==> src/rtl/tsk_pkg.sv <==
// tsk_pkg: shared types and constants of the topological sort engine
// transaction payload structs, command codes and the stored edge record
// no dependencies
package tsk_pkg;

    localparam int NODE_W = 5;
    localparam int CFG_W  = 6;
    localparam int CNT_W  = 6;

    localparam logic CMD_ADD_EDGE = 1'b0;
    localparam logic CMD_RUN      = 1'b1;

    typedef struct packed {
        logic              command;
        logic [NODE_W-1:0] src_node;
        logic [NODE_W-1:0] dst_node;
    } item_t;

    typedef struct packed {
        logic [NODE_W-1:0] node_index;
        logic              is_done;
        logic [CNT_W-1:0]  emitted_count;
        logic              edge_overflow;
    } result_t;

    typedef struct packed {
        logic [NODE_W-1:0] src;
        logic [NODE_W-1:0] dst;
    } edge_t;

endpackage

==> src/rtl/topological_sort_kahn.sv <==
// topological_sort_kahn: edge loader and kahn sort sequencer
// uses tsk_pkg (types, codes) and tsk_ram (edge, in-degree and ready queue rams)
//
//   channel   signals                            direction  carries
//   item      item_valid / item_ready / item     in         add-edge or run command
//   result    result_valid / result_ready / result out      emitted node or done summary
//   cfg       cfg_valid / cfg_ready / cfg_data   in         node_count register write
//
// add-edge transactions are taken in the idle state, so edges can be loaded every cycle while no run is in progress
// during a run every popped node rescans the whole edge ram, reading the in-degree ram for
// each edge and writing back a decremented in-degree for the edges that leave that node
// no item transaction is taken during a run; result stalls only hold the emit and done steps
// reset clears control state; the rams are not cleared and need no clearing pass
module topological_sort_kahn #(
    parameter int MAX_NODES = 32,
    parameter int MAX_EDGES = 128
) (
    input  logic                         clk,
    input  logic                         rst_n,
    input  logic                         item_valid,
    output logic                         item_ready,
    input  tsk_pkg::item_t               item,
    output logic                         result_valid,
    input  logic                         result_ready,
    output tsk_pkg::result_t             result,
    input  logic                         cfg_valid,
    output logic                         cfg_ready,
    input  logic [tsk_pkg::CFG_W-1:0]    cfg_data
);

    // widths derived from the sizing parameters
    localparam int NW  = $clog2(MAX_NODES);                        // node address
    localparam int CW  = $clog2(MAX_NODES + 1);                    // node counters
    localparam int EAW = (MAX_EDGES > 1) ? $clog2(MAX_EDGES) : 1;  // edge address
    localparam int EHW = $clog2(MAX_EDGES + 1);                    // edge counters
    localparam int DW  = EHW;                                      // in-degree value

    // sequencer states
    localparam logic [3:0] S_IDLE    = 4'd0;
    localparam logic [3:0] S_CLR     = 4'd1;
    localparam logic [3:0] S_CNT_RD  = 4'd2;
    localparam logic [3:0] S_CNT_A   = 4'd3;
    localparam logic [3:0] S_CNT_B   = 4'd4;
    localparam logic [3:0] S_SEED    = 4'd5;
    localparam logic [3:0] S_POP     = 4'd6;
    localparam logic [3:0] S_POP_W   = 4'd7;
    localparam logic [3:0] S_SCAN_RD = 4'd8;
    localparam logic [3:0] S_SCAN_A  = 4'd9;
    localparam logic [3:0] S_SCAN_B  = 4'd10;
    localparam logic [3:0] S_EMIT    = 4'd11;
    localparam logic [3:0] S_FIN     = 4'd12;

    // control registers
    logic [3:0]                state_reg, state_next;
    logic [tsk_pkg::CFG_W-1:0] node_count_reg, node_count_next;
    logic [EHW-1:0]            edges_held_reg, edges_held_next;
    logic                      overflow_reg, overflow_next;
    logic [CW-1:0]             v_reg, v_next;
    logic                      pend_reg, pend_next;
    logic [EHW-1:0]            e_reg, e_next;
    logic [CW-1:0]             head_reg, head_next;
    logic [CW-1:0]             tail_reg, tail_next;
    logic                      out_valid_reg, out_valid_next;

    // payload registers
    logic [NW-1:0]             pend_idx_reg, pend_idx_next;
    logic [NW-1:0]             u_reg, u_next;
    logic                      match_reg, match_next;
    logic [NW-1:0]             dst_reg, dst_next;
    tsk_pkg::result_t          out_reg, out_next;

    // ram ports
    logic                      edge_wr_en, edge_rd_en;
    logic [EAW-1:0]            edge_wr_addr, edge_rd_addr;
    tsk_pkg::edge_t            edge_wr_data, edge_rd_data;
    logic                      deg_wr_en, deg_rd_en;
    logic [NW-1:0]             deg_wr_addr, deg_rd_addr;
    logic [DW-1:0]             deg_wr_data, deg_rd_data;
    logic                      q_wr_en, q_rd_en;
    logic [NW-1:0]             q_wr_addr, q_rd_addr;
    logic [NW-1:0]             q_wr_data, q_rd_data;

    // helpers
    logic [tsk_pkg::CFG_W-1:0] n_eff;
    logic                      item_take;
    logic                      out_free;
    logic                      rd_edge_live;
    logic                      rd_edge_from_u;

    // edge store: one record per loaded edge, in arrival order
    tsk_ram #(
        .DEPTH (MAX_EDGES),
        .WIDTH ($bits(tsk_pkg::edge_t))
    ) u_edge_ram (
        .clk     (clk),
        .wr_en   (edge_wr_en),
        .wr_addr (edge_wr_addr),
        .wr_data (edge_wr_data),
        .rd_en   (edge_rd_en),
        .rd_addr (edge_rd_addr),
        .rd_data (edge_rd_data)
    );

    // in-degree table, rebuilt at the start of each run
    tsk_ram #(
        .DEPTH (MAX_NODES),
        .WIDTH (DW)
    ) u_deg_ram (
        .clk     (clk),
        .wr_en   (deg_wr_en),
        .wr_addr (deg_wr_addr),
        .wr_data (deg_wr_data),
        .rd_en   (deg_rd_en),
        .rd_addr (deg_rd_addr),
        .rd_data (deg_rd_data)
    );

    // ready queue, fifo through head and tail counters
    tsk_ram #(
        .DEPTH (MAX_NODES),
        .WIDTH (NW)
    ) u_queue_ram (
        .clk     (clk),
        .wr_en   (q_wr_en),
        .wr_addr (q_wr_addr),
        .wr_data (q_wr_data),
        .rd_en   (q_rd_en),
        .rd_addr (q_rd_addr),
        .rd_data (q_rd_data)
    );

    // node count clamped to the table size
    assign n_eff = (node_count_reg > tsk_pkg::CFG_W'(MAX_NODES))
                 ? tsk_pkg::CFG_W'(MAX_NODES) : node_count_reg;

    assign item_ready   = (state_reg == S_IDLE);
    assign item_take    = item_valid && item_ready;
    assign cfg_ready    = 1'b1;
    assign out_free     = !out_valid_reg || result_ready;
    assign result_valid = out_valid_reg;
    assign result       = out_reg;

    // edge record just read: both endpoints inside the current graph
    assign rd_edge_live = (tsk_pkg::CFG_W'(edge_rd_data.src) < n_eff)
                       && (tsk_pkg::CFG_W'(edge_rd_data.dst) < n_eff);
    // edge record just read leaves the node being expanded
    assign rd_edge_from_u = (tsk_pkg::CFG_W'(edge_rd_data.src) == tsk_pkg::CFG_W'(u_reg))
                         && (tsk_pkg::CFG_W'(edge_rd_data.dst) < n_eff);

    always_comb
    begin
        state_next      = state_reg;
        node_count_next = node_count_reg;
        edges_held_next = edges_held_reg;
        overflow_next   = overflow_reg;
        v_next          = v_reg;
        pend_next       = pend_reg;
        e_next          = e_reg;
        head_next       = head_reg;
        tail_next       = tail_reg;
        out_valid_next  = out_valid_reg;
        pend_idx_next   = pend_idx_reg;
        u_next          = u_reg;
        match_next      = match_reg;
        dst_next        = dst_reg;
        out_next        = out_reg;

        edge_wr_en       = 1'b0;
        edge_wr_addr     = edges_held_reg[EAW-1:0];
        edge_wr_data.src = item.src_node;
        edge_wr_data.dst = item.dst_node;
        edge_rd_en       = 1'b0;
        edge_rd_addr     = e_reg[EAW-1:0];
        deg_wr_en        = 1'b0;
        deg_wr_addr      = dst_reg;
        deg_wr_data      = '0;
        deg_rd_en        = 1'b0;
        deg_rd_addr      = NW'(edge_rd_data.dst);
        q_wr_en          = 1'b0;
        q_wr_addr        = tail_reg[NW-1:0];
        q_wr_data        = dst_reg;
        q_rd_en          = 1'b0;
        q_rd_addr        = head_reg[NW-1:0];

        if (cfg_valid && cfg_ready)
        begin
            node_count_next = cfg_data;
        end

        // output register drains independently of the sequencer
        if (out_valid_reg && result_ready)
        begin
            out_valid_next = 1'b0;
        end

        unique case (state_reg)
            S_IDLE:
            begin
                if (item_take)
                begin
                    if (item.command == tsk_pkg::CMD_RUN)
                    begin
                        v_next     = '0;
                        head_next  = '0;
                        tail_next  = '0;
                        state_next = S_CLR;
                    end
                    else if ((edges_held_reg == EHW'(MAX_EDGES))
                          || (tsk_pkg::CFG_W'(item.src_node) >= n_eff)
                          || (tsk_pkg::CFG_W'(item.dst_node) >= n_eff))
                    begin
                        overflow_next = 1'b1;
                    end
                    else
                    begin
                        edge_wr_en      = 1'b1;
                        edges_held_next = edges_held_reg + EHW'(1);
                    end
                end
            end

            // zero the in-degree of every live node
            S_CLR:
            begin
                if (tsk_pkg::CFG_W'(v_reg) < n_eff)
                begin
                    deg_wr_en   = 1'b1;
                    deg_wr_addr = v_reg[NW-1:0];
                    v_next      = v_reg + CW'(1);
                end
                else
                begin
                    e_next     = '0;
                    state_next = S_CNT_RD;
                end
            end

            S_CNT_RD:
            begin
                if (e_reg < edges_held_reg)
                begin
                    edge_rd_en = 1'b1;
                    state_next = S_CNT_A;
                end
                else
                begin
                    v_next     = '0;
                    pend_next  = 1'b0;
                    state_next = S_SEED;
                end
            end

            // edge record ready: fetch the target's in-degree
            S_CNT_A:
            begin
                match_next = rd_edge_live;
                dst_next   = NW'(edge_rd_data.dst);
                deg_rd_en  = 1'b1;
                e_next     = e_reg + EHW'(1);
                state_next = S_CNT_B;
            end

            // in-degree ready: count the edge, overlap the next edge fetch
            S_CNT_B:
            begin
                if (match_reg)
                begin
                    deg_wr_en   = 1'b1;
                    deg_wr_data = deg_rd_data + DW'(1);
                end
                if (e_reg < edges_held_reg)
                begin
                    edge_rd_en = 1'b1;
                    state_next = S_CNT_A;
                end
                else
                begin
                    v_next     = '0;
                    pend_next  = 1'b0;
                    state_next = S_SEED;
                end
            end

            // queue the sources in index order, one read per cycle in flight
            S_SEED:
            begin
                if (pend_reg && (deg_rd_data == '0))
                begin
                    q_wr_en   = 1'b1;
                    q_wr_data = pend_idx_reg;
                    tail_next = tail_reg + CW'(1);
                end
                if (tsk_pkg::CFG_W'(v_reg) < n_eff)
                begin
                    deg_rd_en     = 1'b1;
                    deg_rd_addr   = v_reg[NW-1:0];
                    pend_next     = 1'b1;
                    pend_idx_next = v_reg[NW-1:0];
                    v_next        = v_reg + CW'(1);
                end
                else
                begin
                    pend_next = 1'b0;
                    if (!pend_reg)
                    begin
                        state_next = S_POP;
                    end
                end
            end

            S_POP:
            begin
                if (head_reg < tail_reg)
                begin
                    q_rd_en    = 1'b1;
                    head_next  = head_reg + CW'(1);
                    state_next = S_POP_W;
                end
                else
                begin
                    state_next = S_FIN;
                end
            end

            S_POP_W:
            begin
                u_next     = q_rd_data;
                e_next     = '0;
                state_next = S_SCAN_RD;
            end

            S_SCAN_RD:
            begin
                if (e_reg < edges_held_reg)
                begin
                    edge_rd_en = 1'b1;
                    state_next = S_SCAN_A;
                end
                else
                begin
                    state_next = S_EMIT;
                end
            end

            S_SCAN_A:
            begin
                match_next = rd_edge_from_u;
                dst_next   = NW'(edge_rd_data.dst);
                deg_rd_en  = 1'b1;
                e_next     = e_reg + EHW'(1);
                state_next = S_SCAN_B;
            end

            // decrement the successor, queue it when it reaches zero
            S_SCAN_B:
            begin
                if (match_reg && (deg_rd_data != '0))
                begin
                    deg_wr_en   = 1'b1;
                    deg_wr_data = deg_rd_data - DW'(1);
                    if (deg_rd_data == DW'(1))
                    begin
                        q_wr_en   = 1'b1;
                        tail_next = tail_reg + CW'(1);
                    end
                end
                if (e_reg < edges_held_reg)
                begin
                    edge_rd_en = 1'b1;
                    state_next = S_SCAN_A;
                end
                else
                begin
                    state_next = S_EMIT;
                end
            end

            S_EMIT:
            begin
                if (out_free)
                begin
                    out_valid_next         = 1'b1;
                    out_next.node_index    = tsk_pkg::NODE_W'(u_reg);
                    out_next.is_done       = 1'b0;
                    out_next.emitted_count = '0;
                    out_next.edge_overflow = overflow_reg;
                    state_next             = S_POP;
                end
            end

            // done summary; the edge store and flag are released in the same step
            S_FIN:
            begin
                if (out_free)
                begin
                    out_valid_next         = 1'b1;
                    out_next.node_index    = '0;
                    out_next.is_done       = 1'b1;
                    out_next.emitted_count = tsk_pkg::CNT_W'(head_reg);
                    out_next.edge_overflow = overflow_reg;
                    edges_held_next        = '0;
                    overflow_next          = 1'b0;
                    state_next             = S_IDLE;
                end
            end

            default:
            begin
                state_next = S_IDLE;
            end
        endcase
    end

    always_ff @(posedge clk or negedge rst_n)
    begin
        if (!rst_n)
        begin
            state_reg      <= S_IDLE;
            node_count_reg <= tsk_pkg::CFG_W'(1);
            edges_held_reg <= '0;
            overflow_reg   <= 1'b0;
            v_reg          <= '0;
            pend_reg       <= 1'b0;
            e_reg          <= '0;
            head_reg       <= '0;
            tail_reg       <= '0;
            out_valid_reg  <= 1'b0;
        end
        else
        begin
            state_reg      <= state_next;
            node_count_reg <= node_count_next;
            edges_held_reg <= edges_held_next;
            overflow_reg   <= overflow_next;
            v_reg          <= v_next;
            pend_reg       <= pend_next;
            e_reg          <= e_next;
            head_reg       <= head_next;
            tail_reg       <= tail_next;
            out_valid_reg  <= out_valid_next;
        end
    end

    always_ff @(posedge clk)
    begin
        pend_idx_reg <= pend_idx_next;
        u_reg        <= u_next;
        match_reg    <= match_next;
        dst_reg      <= dst_next;
        out_reg      <= out_next;
    end

endmodule

==> src/rtl/tsk_ram.sv <==
// tsk_ram: simple dual-port synchronous ram, one write and one read port
// read data registered
// no dependencies
module tsk_ram #(
    parameter int DEPTH = 32,
    parameter int WIDTH = 8,
    localparam int AW = (DEPTH > 1) ? $clog2(DEPTH) : 1
) (
    input  logic             clk,
    input  logic             wr_en,
    input  logic [AW-1:0]    wr_addr,
    input  logic [WIDTH-1:0] wr_data,
    input  logic             rd_en,
    input  logic [AW-1:0]    rd_addr,
    output logic [WIDTH-1:0] rd_data
);

    logic [WIDTH-1:0] mem [DEPTH];

    always_ff @(posedge clk)
    begin
        if (wr_en)
        begin
            mem[wr_addr] <= wr_data;
        end
        if (rd_en)
        begin
            rd_data <= mem[rd_addr];
        end
    end

endmodule
==> config.mk <==
export PLATFORM = sky130hd
export DESIGN_NAME = topological_sort_kahn
export DESIGN_NICKNAME = d
export VERILOG_FILES = /design/src/rtl/tsk_pkg.sv /design/src/rtl/topological_sort_kahn.sv /design/src/rtl/tsk_ram.sv
export SDC_FILE = /design/constraint.sdc
export NUM_CORES = 2
export LEC_CHECK = 0
export BUFFER_PORTS_ARGS = -buffer_cell sky130_fd_sc_hd__clkbuf_2
export CAP_MARGIN = 30
export CORE_MARGIN = 10
export CORE_UTILIZATION = 60
export CTS_CLUSTER_SIZE = 16
export DETAILED_ROUTE_END_ITERATION = 10
export GPL_TIMING_DRIVEN = 0
export PLACE_DENSITY = 0.76
export SETUP_SLACK_MARGIN = 0.5
export SLEW_MARGIN = 5
export SYNTH_ARGS = -nofsm -noshare
export SYNTH_HDL_FRONTEND = slang
export SYNTH_SLANG_ARGS = --single-unit
==> constraint.sdc <==
create_clock -name clk -period 10 [get_ports clk]
set_input_delay 0.5 -clock clk [delete_from_list [all_inputs] [get_ports clk]]
set_output_delay 0.5 -clock clk [all_outputs]
set_load 0.02 [all_outputs]
Yosys cells after proc, flatten, opt, wreduce, memory -nomap -nowiden
Memory sizes are Yosys's and may differ from the RTL's. A register that Yosys moved wholly into a read port is not among the register bits.
Cells that the tools add are included.
{ "classes": {"magnitude_cmp": 8, "n_shift": 0, "n_div": 0, "add_sub_neg": 7, "bitwise_logic": 0, "n_mul": 0, "muxes": 76, "n_reduce_logical": 37, "eq_ne": 31} }
{ "ops": {"columns": ["cell", "n"], "rows": [
  ["2-to-1 mux 8 bit", 7],
  ["2-to-1 mux 6 bit", 9],
  ["case mux 4 bit (11 select lines)", 1],
  ["case mux 6 bit (3 select lines)", 2],
  ["2-to-1 mux 4 bit", 8],
  ["case mux 8 bit (2 select lines)", 2],
  ["2-to-1 mux 5 bit", 6],
  ["2-to-1 mux 1 bit", 28],
  ["2-to-1 mux 13 bit", 2],
  ["case mux 13 bit (2 select lines)", 1],
  ["adder 8 x 1 -> 8 bit, second input constant", 3],
  ["inequality test 2 bit, second input constant", 12],
  ["case mux 8 bit (3 select lines)", 1],
  ["equality test 4 bit, second input constant", 5],
  ["adder 6 x 1 -> 6 bit, second input constant", 3],
  ["equality test 4 x 3 -> 1 bit, second input constant", 4],
  ["AND reduction 5 bit", 3],
  ["greater-or-equal comparator 5 x 6 -> 1 bit", 2],
  ["less-than comparator 5 x 6 -> 1 bit", 2],
  ["less-than comparator 6 bit", 2],
  ["case mux 6 bit (2 select lines)", 1],
  ["case mux 1 bit (2 select lines)", 5],
  ["nonzero test 2 bit", 5],
  ["OR reduction 2 bit", 5],
  ["25 further kinds", 40]
]} }
{ "totals": {"regBits": 76, "word_cells": 180, "romBits": 0, "mem_count": 3, "latch_bits": 0, "ram_bits": 1696} }
{ "memory_table": {"columns": ["memory", "words", "word_bits", "read_ports", "rd_clocked_by_memory_dff", "wr", "line", "source"], "rows": [
  ["u_edge_ram.mem", 128, 10, 1, 1, 1, "tsk_ram.sv:18", "logic [WIDTH-1:0] mem [DEPTH];"],
  ["u_deg_ram.mem", 32, 8, 1, 1, 1, "tsk_ram.sv:18", null],
  ["u_queue_ram.mem", 32, 5, 1, 1, 1, "tsk_ram.sv:18", null]
]} }

Depth between registers and ports, before layout
{ "logic_depth": {"depth_word": 11, "mapped_depth": 15, "ltp_nobuf": 12} }

Modules after synthesis
From an unflattened synthesis, not the netlist that was laid out.
{ "unflattened": {"hier_cells": 3233, "area_unflattened_um2": 71095.7} }
{ "modules_own_cells": {"columns": ["module", "instances", "area_each_um2", "cells_per_inst"], "rows": [
  ["tsk_ram (u_edge_ram)", 1, 49454.9, 1998],
  ["tsk_ram (u_deg_ram)", 1, 10133.5, 417],
  ["tsk_ram (u_queue_ram)", 1, 6394.9, 277],
  ["topological_sort_kahn", 1, 5112.4, 541]
]} }

Worst setup path before layout
OpenSTA, ideal clock, no wires.
{ "synth_path": {"path_kind": "reg-to-reg", "from": "register state_reg[3]", "to": "memory u_deg_ram.mem[0][0] (data pin)", "setup_time_ps": 756, "slack_ps": 4924, "period_less_slack_ps": 5076, "arrival_time_ps": 4319, "path_stages_with_launch": 7, "required_time_ps": 9244, "cell_sequence": "dfrtp_1 -> clkbuf_1 -> nor2b_1 -> nand3_1 -> nand2b_1 -> clkbuf_1 -> a2111oi_0"} }
{ "synth_between": {"elab_chain_cells": 2, "word_cells_on_any_way": 3} }
{ "synth_rtl": {"columns": ["element", "line", "source"], "rows": [
  ["start: declaration", "topological_sort_kahn.sv:54", "logic [3:0] state_reg, state_next;"],
  ["start signal: assignment", "topological_sort_kahn.sv:431", "state_reg <= state_next;"],
  ["equality test 4 bit / equality test 4 x 3 -> 1 bit (equally long branches)", "topological_sort_kahn.sv:196", "unique case (state_reg)"],
  ["case mux 8 bit (2 select lines) (*)", "topological_sort_kahn.sv:196", null],
  ["named net deg_wr_data[0]", "topological_sort_kahn.sv:78", "logic [DW-1:0] deg_wr_data, deg_rd_data;"],
  ["end: declaration", "tsk_ram.sv:18", null]
]} }
The timed path passes the listed nets; every way through them passes the cells marked *.

Final worst setup path
{ "layout_path": {"from": "register node_count_reg[5] (netlist name)", "to": "memory u_edge_ram.mem[88][5] (netlist name), enable pin"} }
{ "layout_between": {"elab_chain_cells": 11, "word_cells_on_any_way": 12} }
{ "layout_rtl": {"columns": ["element", "line", "source"], "rows": [
  ["start: declaration", "topological_sort_kahn.sv:55", "logic [tsk_pkg::CFG_W-1:0] node_count_reg, node_count_next;"],
  ["start signal: assignment", "topological_sort_kahn.sv:419", "node_count_reg <= tsk_pkg::CFG_W'(1);"],
  ["start signal: assignment", "topological_sort_kahn.sv:432", "node_count_reg <= node_count_next;"],
  ["> comparator 6 bit", "topological_sort_kahn.sv:133", "assign n_eff = (node_count_reg > tsk_pkg::CFG_W'(MAX_NODES))"],
  ["2-to-1 mux 6 bit (*)", "topological_sort_kahn.sv:134", "? tsk_pkg::CFG_W'(MAX_NODES) : node_count_reg;"],
  ["greater-or-equal comparator 5 x 6 -> 1 bit", "topological_sort_kahn.sv:209", "|| (tsk_pkg::CFG_W'(item.src_node) >= n_eff)"],
  ["logical OR 1 bit", "topological_sort_kahn.sv:209", null],
  ["logical OR 1 bit (*)", "topological_sort_kahn.sv:210", "|| (tsk_pkg::CFG_W'(item.dst_node) >= n_eff))"],
  ["2-to-1 mux 1 bit (*)", "topological_sort_kahn.sv:208", "else if ((edges_held_reg == EHW'(MAX_EDGES))"],
  ["2-to-1 mux 1 bit (*)", "topological_sort_kahn.sv:201", "if (item.command == tsk_pkg::CMD_RUN)"],
  ["2-to-1 mux 1 bit (*)", "topological_sort_kahn.sv:199", "if (item_take)"],
  ["2-to-1 mux 1 bit (*)", "topological_sort_kahn.sv:196", null],
  ["2-to-1 mux 1 bit (*)", "tsk_ram.sv:22", "if (wr_en)"],
  ["2-to-1 mux 1 bit (not written as such) (*)", "tsk_ram.sv:24", "mem[wr_addr] <= wr_data;"],
  ["end: declaration", "tsk_ram.sv:18", null]
]} }
Mark *: on every way between the ends. The rest lies on a longest branch, timed or not.

==> flow_summary.json <==
{
  "status": "finished, final reports clean",
  "antenna_found_initial": 4,
  "reg2reg_depth": 13,
  "grt_max_degree": 130,
  "grt_pass1_wl_um": 260000,
  "clk_pin_slew_ns": 0.06,
  "crit_type": "reg -> reg",
  "required_ns": 10.41,
  "ys_types": 65,
  "ys.flop_type": "edfxtp_1",
  "vias": 37500,
  "cp_max_fo": 10,
  "final_nets": 3912,
  "final_area_mm2": 0.0808,
  "clockRootBuffer": "clkbuf_16",
  "insertion_delay_ns": 0.81,
  "utilization": 0.684,
  "vias_per_cell": 6.78,
  "cts_made_buffers": 173,
  "largest_register": "u_edge_ram.mem",
  "rows": 126,
  "synthCells": 3470,
  "synth_most_common_cell": "edfxtp_1",
  "critPathCaptureType": "flip-flop",
  "track_usage": 0.271,
  "drtAntennaViolNets": 0,
  "top_regs": "u_edge_ram.mem: 1280 flops, u_deg_ram.mem: 256 flops, u_queue_ram.mem: 160 flops",
  "cp_common_cell": "a21o_1",
  "cts_sinks": 1795,
  "syn_nets": 3540,
  "grt_setup_unrepaired": "false",
  "dpl.hpwl_um": 111000,
  "period_share": 0.494,
  "grt_overflow": 0,
  "cp-startpoint": "node_count_reg[5]",
  "netlist_top_cells_area": "edfxtp_1 73%, mux4_2 15%, dfrtp_1 1.6%, mux2i_1 1.2%, nor2_1 1.2%",
  "drv_cap": 0,
  "die_y_um": 365,
  "drc": 0,
  "synth_edf_count": 1748,
  "fin_setup_tns_ns": 0,
  "leakagePower_uw": 0.0255,
  "r2r_end": "u_edge_ram.mem[88][5]",
  "synth.largest_area_cell": "edfxtp_1",
  "skew_ns": 0.0283,
  "placed_area_mm2": 0.0745,
  "worstReg2RegStart": "node_count_reg[5]",
  "largest_reg_flops": 1280,
  "synth.avg_cell_area_um2": 20.6,
  "max-vdd-ir-drop_uv": 207,
  "grt_pass1_vias": 36900,
  "yosys_warnings": 0,
  "area_growth_pct": 13.0,
  "synth_top_area_share": 0.735,
  "cp_slowest_cell": "nor2_1",
  "cpPeakStageDelay_ns": 0.89,
  "timing.reg2reg.setup_slack_ns": 5.06,
  "die_w_um": 365,
  "p_total_uw": 19800,
  "seq_area_frac_synth": 0.751,
  "crit_chain": "clkinv_1 > nand2_1 > ha_1 > a21o_1 > a21o_1 > a21o_1 > a221oi_1 > o211ai_1 > or2_2 > clkbuf_1 > buf_6 > clkbuf_1 > nor2_1",
  "coreArea_mm2": 0.118,
  "cts_buffer_depth": 3,
  "yosys-top-cells-count": "1748 x edfxtp_1, 475 x mux4_2, 220 x nor2_1",
  "cts_max_level": 4,
  "cts_resized": 0,
  "portBuffers": 35,
  "p_per_area_mw_per_mm2": 246,
  "endpoint": "u_edge_ram.mem[88][5]",
  "syn-cell-area_mm2": 0.0715,
  "ioPinCount": 38,
  "finalCriticalPeriod_ns": 4.94,
  "start_util": 0.605,
  "min_path_type": "in -> reg",
  "maxSlewViolCount": 0,
  "synthArstFlopShare": 0.0262,
  "gp_congestion": 0.916,
  "max_freq_mhz": 203,
  "setup_viol": 0,
  "drtPass1Iterations": 6,
  "tightestPinTransition_ns": 1.07,
  "worst_setup_path_start_kind": "flip-flop",
  "drt_iter0_markers": 5423,
  "wl_um": 180000,
  "cp_data_arrival_time_ns": 5.35,
  "layout-drive-gt1-share": 0.253,
  "hold_violations": 0,
  "cts_tree": "yes",
  "ys_ff_latch": 1795,
  "wl_per_cell_um": 32.5,
  "die-area_mm2": 0.133,
  "relSlewSlack": 0.287
}
metrics by stage:
stage / setup slack (ns) / cells / hold WS [ns]
4_1_cts: 4.94 / 5439 / 0.112
5_1_grt: 4.77 / 5524 / 0.173
3_5_place_dp: 4.41 / 5110 / 0.407
2_1_floorplan: 4.92 / 3470 / 0.204
6_report: 5.06 / 5525 / 0.159
3_3_place_gp: 0.616 / 5041 / 0.404
where the power goes:
part	leakage (uW)	total, uW	switching (uW)	internal [uW]
clock network	0.00269	6420	2820	3610
logic	0.00645	4690	2820	1870
registers	0.0163	8720	124	8600
total	0.0255	19800	5760	14100
worst max-delay path, delay by kind of cell (launching register included):
kind	cells	cell delay, ns
AOI/OAI and AO/OA	5	1.20
adders and majority gates	1	0.27
buffers and inverters	4	1.08
DFF	1	0.38
and+or+nand+nor	3	1.61
kinds of logic after synthesis:
kind of cell	count (synthesis)	share of synthesized area
xor+xnor	19	0.00233
other cells	1	0.0000525
fa+ha+maj	48	0.00840
flops	1795	0.751
buf+inv	213	0.0135
mux	594	0.168
compound gates	219	0.0206
simple gates	581	0.0364
cell usage in the layout (no fill, tap or decap), types with 29 or more instances in the layout:
cell / n
a21oi_1: 44
a32oi_1: 32
buf_1: 33
buf_2: 58
buf_4: 88
clkbuf_1: 143
clkbuf_16: 175
clkinv_1: 38
clkinv_2: 29
dfrtp_1: 46
edfxtp_1: 1748
ha_1: 48
mux2i_1: 88
mux4_2: 475
nand2_1: 150
nand3_1: 62
nor2_1: 219
nor3_1: 51
o21ai_0: 31
how the worst min path moves through the flow:
stage	endpoint	slack [ns]	start	depth (start not counted)
2_1_floorplan	e_reg[0]	0.20	rst_n	0
3_3_place_gp	u_reg[1]	0.40	u_queue_ram.rd_data[1]	0
3_5_place_dp	u_reg[3]	0.41	u_queue_ram.rd_data[3]	0
4_1_cts	tail_reg[0]	0.11	item_valid	4
5_1_grt	tail_reg[0]	0.17	item_valid	4
6_report	tail_reg[0]	0.16	item_valid	4
metal layers:
metal / wire (um) / track usage
met2: 89200 / 0.443
met4: 9110 / 0.118
met1: 64100 / 0.359
met3: 17100 / 0.0522
met5: 31 / 0
layout make-up:
cell class | count | area (um^2)
well taps | 1536 | 1920
repair buffers | 197 | 1820
clock inverters | 96 | 898
diodes | 1 | 2.50
flip-flops and latches | 1795 | 53700
clock buffers | 225 | 4610
plain buffers | 182 | 848
multi-input cells | 1462 | 16900
fillers | 6953 | 37300
inverters | 31 | 116
what timing repair did:
action,CTS,global route
buffers inserted,0,0
hold endpoints to repair,47,0
hold buffers,8,0
setup endpoints to repair,0,0
No activity file was read; power rests on OpenSTA's default activity.
